===== src/rtl/core/m4vt_pkg.sv =====
// m4vt_pkg: shared types and constants for the 4x4 matrix-vector transform
// no dependencies; imported by the interfaces and all rtl/core modules
`default_nettype none

package m4vt_pkg;

	localparam int unsigned LANES = 4;

	typedef logic signed [31:0] q16_t;
	typedef q16_t [LANES-1:0] quad_t;
	typedef logic signed [65:0] acc_t;

	typedef enum logic {
		OP_LOAD  = 1'b0,
		OP_XFORM = 1'b1
	} op_t;

	localparam q16_t Q_MAX = 32'sh7fff_ffff;
	localparam q16_t Q_MIN = 32'sh8000_0000;

	typedef struct packed {
		op_t        op;
		logic [1:0] entry_row;
		logic [1:0] entry_col;
		q16_t       entry_value;
		q16_t       vec_x;
		q16_t       vec_y;
		q16_t       vec_z;
		q16_t       vec_w;
	} in_word_t;

	typedef struct packed {
		q16_t out_x;
		q16_t out_y;
		q16_t out_z;
		q16_t out_w;
	} out_word_t;

	typedef struct packed {
		logic en_s1;
		logic en_s2;
		logic en_s3;
	} lane_ctl_t;

endpackage

`default_nettype wire


===== src/rtl/core/m4vt_if.sv =====
// m4vt_in_if / m4vt_out_if: valid-ready channels for command and result words
// depends on m4vt_pkg
`default_nettype none


interface m4vt_out_if;
	import m4vt_pkg::*;
	logic      valid;
	logic      ready;
	out_word_t data;
	modport source (output valid, output data, input ready);
	modport sink (input valid, input data, output ready);
endinterface

`default_nettype wire


===== src/rtl/core/m4vt_merge.sv =====
// m4vt_merge: shifts and saturates the four lane sums into one result word register
// depends on m4vt_pkg and m4vt_out_if
`default_nettype none

module m4vt_merge (
	input  logic              clk,
	input  logic              arst_n,
	input  m4vt_pkg::acc_t    acc [4],
	input  logic              valid_s3,
	output logic              en_out,
	m4vt_out_if.source        result
);
	import m4vt_pkg::*;

	logic      out_valid_q;
	out_word_t word_q;

	function automatic q16_t sat16(acc_t a);
		logic fits;
		fits = (a[65:47] == '0) || (a[65:47] == '1);
		if (fits) begin
			return a[47:16];
		end else if (a[65]) begin
			return Q_MIN;
		end
		return Q_MAX;
	endfunction

	assign en_out = !out_valid_q || result.ready;

	always_ff @(posedge clk or negedge arst_n) begin
		if (!arst_n) begin
			out_valid_q <= 1'b0;
		end else if (en_out) begin
			out_valid_q <= valid_s3;
		end
	end

	always_ff @(posedge clk) begin
		if (en_out && valid_s3) begin
			word_q.out_x <= sat16(acc[0]);
			word_q.out_y <= sat16(acc[1]);
			word_q.out_z <= sat16(acc[2]);
			word_q.out_w <= sat16(acc[3]);
		end
	end

	assign result.valid = out_valid_q;
	assign result.data  = word_q;

endmodule

`default_nettype wire

===== src/flat_wrapper.sv =====
// flat-port wrapper written by rule: the top's interface ports become plain ports
module m4vt_merge_flat import m4vt_pkg::*;
  (clk, arst_n, acc, valid_s3, en_out, result_valid, result_data, result_ready);
  m4vt_out_if result_i ();
  input  logic clk;
  input  logic arst_n;
  input  m4vt_pkg::acc_t acc[4];
  input  logic valid_s3;
  output logic en_out;
  output wire logic [$bits(result_i.valid)-1:0] result_valid;
  output wire logic [$bits(result_i.data)-1:0] result_data;
  input wire logic [$bits(result_i.ready)-1:0] result_ready;
  assign result_valid = result_i.valid;
  assign result_data = result_i.data;
  assign result_i.ready = result_ready;
  m4vt_merge u_core (.clk(clk), .arst_n(arst_n), .acc(acc), .valid_s3(valid_s3), .en_out(en_out), .result(result_i));
endmodule

===== config.mk =====
export PLATFORM = sky130hd
export DESIGN_NAME = m4vt_merge_flat
export DESIGN_NICKNAME = d
export VERILOG_FILES = /design/src/rtl/core/m4vt_pkg.sv /design/src/rtl/core/m4vt_if.sv /design/src/rtl/core/m4vt_merge.sv /design/src/flat_wrapper.sv
export SDC_FILE = /design/constraint.sdc
export NUM_CORES = 1
export LEC_CHECK = 0
export BUFFER_PORTS_ARGS = -buffer_cell sky130_fd_sc_hd__clkbuf_2
export CAP_MARGIN = 20
export CORE_AREA = 2 2 156 158
export DETAILED_ROUTE_END_ITERATION = 6
export DIE_AREA = 0 0 158 160
export GPL_ROUTABILITY_DRIVEN = 0
export REMOVE_ABC_BUFFERS = 1
export SYNTH_ARGS = -nofsm -noshare
export SYNTH_HDL_FRONTEND = slang
export SYNTH_SLANG_ARGS = --single-unit
export TNS_END_PERCENT = 10

===== constraint.sdc =====
create_clock -name clk -period 4.2 [get_ports clk]
set_clock_uncertainty 0.2 [all_clocks]
set_input_delay 0.84 -clock clk [delete_from_list [all_inputs] [get_ports clk]]
set_output_delay 0.84 -clock clk [all_outputs]
set_load 0.05 [all_outputs]

==> results.toml <==
[worst_hold_path]
min_path_type = "register to register"
holdPathStages = 2

[floorplanning]
ioPinCount = 398
die_area_um2 = 25300
row_count = 57
die_w_um = 158
initial_utilization = 0.237
die_h_um = 160
coreArea_um2 = 23800

[synthesis]
yosys_warnings = 0
synth_area_um2 = 5660
syn_avg_cell_area_um2 = 16.4
synth-seq-area-share = 0.684
yosysUniqueCellTypes = 15
syn_inst = 344
synth-seq-cells = 129

[finish]
antennaDiodeCount = 0
drive_gt1_frac = 0.676
final_common_cell = "clkbuf_2"
area_growth_pct = 44.3
n_fill_cell = 2479
final_nets = 944
seq_area_um2 = 3870
layout_common_cells = "333 x clkbuf_2, 128 x edfxtp_1, 81 x a21o_2"
multi_input_area_um2 = 1550

[power]
power.switching_w = 0.000973
swShare = 0.272
pwr-share-clk = 0.423
p_total_w = 0.00358
p_per_area_nw_per_um2 = 438
internal-power_w = 0.00260
pwr-share-seq = 0.425
p_leak_nw = 3.82
ir_drop_uv = 216
p_comb_frac = 0.152

[sta]
worst_pin_slew_ns = 0.790
setup_viol = 0
rsz0062_at_grt = "no"
clock.fmax_mhz = 408
period_share = 0.583
slew_viol_final = 0
hold_violations = 0
fin_tns_setup_ns = 0
setup_ws_ns = 1.75
slew_headroom = 0.473
min_period_ns = 2.45

[worst_setup_path]
cp_max_fo = 31
path_class = "input pin to register"
cp_num_buf_inv = 1
cp_slowest_cell = "a31o_2"
worstPathArrival_ns = 2.52
cp_data_required_time_ns = 4.27
end_kind = "register"
cp_slowest_stage_delay_ns = 0.60
crit_chain = "clkbuf_2 -> nor4_1 -> nand4_1 -> nor4_2 -> a31o_2 -> a21o_1"
worst_setup_path_start_kind = "input pin"
crit_family = "compound AO/OA/AOI/OAI gates"
worst-r2r-cell-count = 3
path_depth = 6

[clocking]
cts_buffer_depth = 2
clk_latency_ns = 0.41
cts_resized = 0
numCtsBuffers = 17
cts_tree = "yes"
path_clk_slew_ns = 0.06
clkSinkCount = 129
root_buffer = "clkbuf_16"
postCtsSetupBuffers = 0
htreeDepth = 4

[job]
cap_violations = 0

[detailed_routing]
wl_per_cell_um = 15.0
viasPerCell = 4.24
highest_layer = "met4"
ant_nets = 0
drt_first_pass_iters = 4
wl_um = 15200
wirelength_met1_um = 5740
drt_iter0_markers = 230
vias = 4293
dr_wl_met3_um = 1460
route.met2.wl_um = 7680
drc_errors = 0

[status]
outcome = "completed"

[place]
pre_cts_slack_ns = 1.29
post-dp-hpwl_um = 11300
numPortBuffers = 333

[grt]
grt_pass1_vias = 4493
grt_first_pass_wirelength_um = 23200
grt-ovfl-total = 0
grt_use_total = 0.119
grt_start_max_net_pins = 60
grt_antenna_before_repair = 0
-- flip-flops by register name, indices dropped and copies added (netlist names) --
register and cells:
u_core.result.valid 1, u_core.result.data 128
-- cell type report --
| type | count | share of cell area |
|---|---|---|
| Multi-Input combinational cell | 187 | 0.190 |
| Tap cell | 324 | 0.0497 |
| Clock inverter | 13 | 0.0198 |
| Sequential cell | 129 | 0.474 |
| Timing Repair Buffer | 341 | 0.213 |
| Clock buffer | 19 | 0.0531 |
-- power by group through the flow --
stage / logic [W] / registers, W / clock network (W)
after floorplan: 0.000102 / 0.00179 / 0
final: 0.000545 / 0.00152 / 0.00151
after detailed placement: 0.000550 / 0.00155 / 0
after global placement: 0.000546 / 0.00154 / 0
after CTS: 0.000552 / 0.00152 / 0.00157
after global routing: 0.000580 / 0.00153 / 0.00161
-- what timing repair did --
action,4_1_cts,5_1_grt
endpoints found under the setup margin,0,0
hold endpoints to repair,1,0
hold buffers,1,0
-- metrics by stage --
stage	cells	area [um2]	utilization	hold WS (ns)
2_1_floorplan	316	5370	-	0.344
3_3_place_gp	980	7550	0.317	0.319
3_5_place_dp	980	7550	0.317	0.343
4_1_cts	1013	8160	0.343	0.353
5_1_grt	1013	8160	0.343	0.393
6_report	1013	8160	0.343	0.343
-- path summary, 6_finish.rpt --
kind	start	to	slack (ns)
worst max-delay path	acc[57]	u_core.result.data[7]$_SDFFCE_PN1P_	1.75
worst min-delay path	u_core.result.valid$_DFFE_PN0N_	u_core.result.valid$_DFFE_PN0N_	0.34
worst max register to register	u_core.result.valid$_DFFE_PN0N_	u_core.result.data[123]$_SDFFCE_PN1P_	2.24
worst min register to register	u_core.result.valid$_DFFE_PN0N_	u_core.result.valid$_DFFE_PN0N_	0.34
max in group asynchronous	arst_n	u_core.result.valid$_DFFE_PN0N_	3.16
min in group asynchronous	arst_n	u_core.result.valid$_DFFE_PN0N_	0.56
-- cell families after synthesis --
family | Yosys count | synth area share
buf+inv | 28 | 0.0504
simple gates | 55 | 0.0662
flops | 129 | 0.684
compound gates | 132 | 0.199
-- layer usage --
| layer | up-vias | GRT usage |
|---|---|---|
| met5 | - | 0 |
| met4 | 0 | 0.0483 |
| li1 | 2047 | - |
| met3 | 23 | 0.0526 |
| met2 | 185 | 0.200 |
| met1 | 2038 | 0.131 |
-- cell usage after synthesis (all sizes together) --
master / n / share of area
edfxtp: 128 / 0.68
clkbuf: 4 / 0.0027
a21o: 124 / 0.18
nand2b: 2 / 0.0022
nand4: 20 / 0.022
dfrtp: 1 / 0.0044
nor4: 20 / 0.031
a31o: 4 / 0.0062
nor2: 8 / 0.0053
and3: 4 / 0.0044
and2: 1 / 0.0011
a311oi: 4 / 0.011
buf: 24 / 0.048
-- worst reg2reg max path: cells and delay by family (launching register included) --
kind                   cells  cell delay [ns]
buffers and inverters      1             0.37
and+or+nand+nor            2             0.61
DFF                        1             0.38
Power figures use the tool's default switching activity.
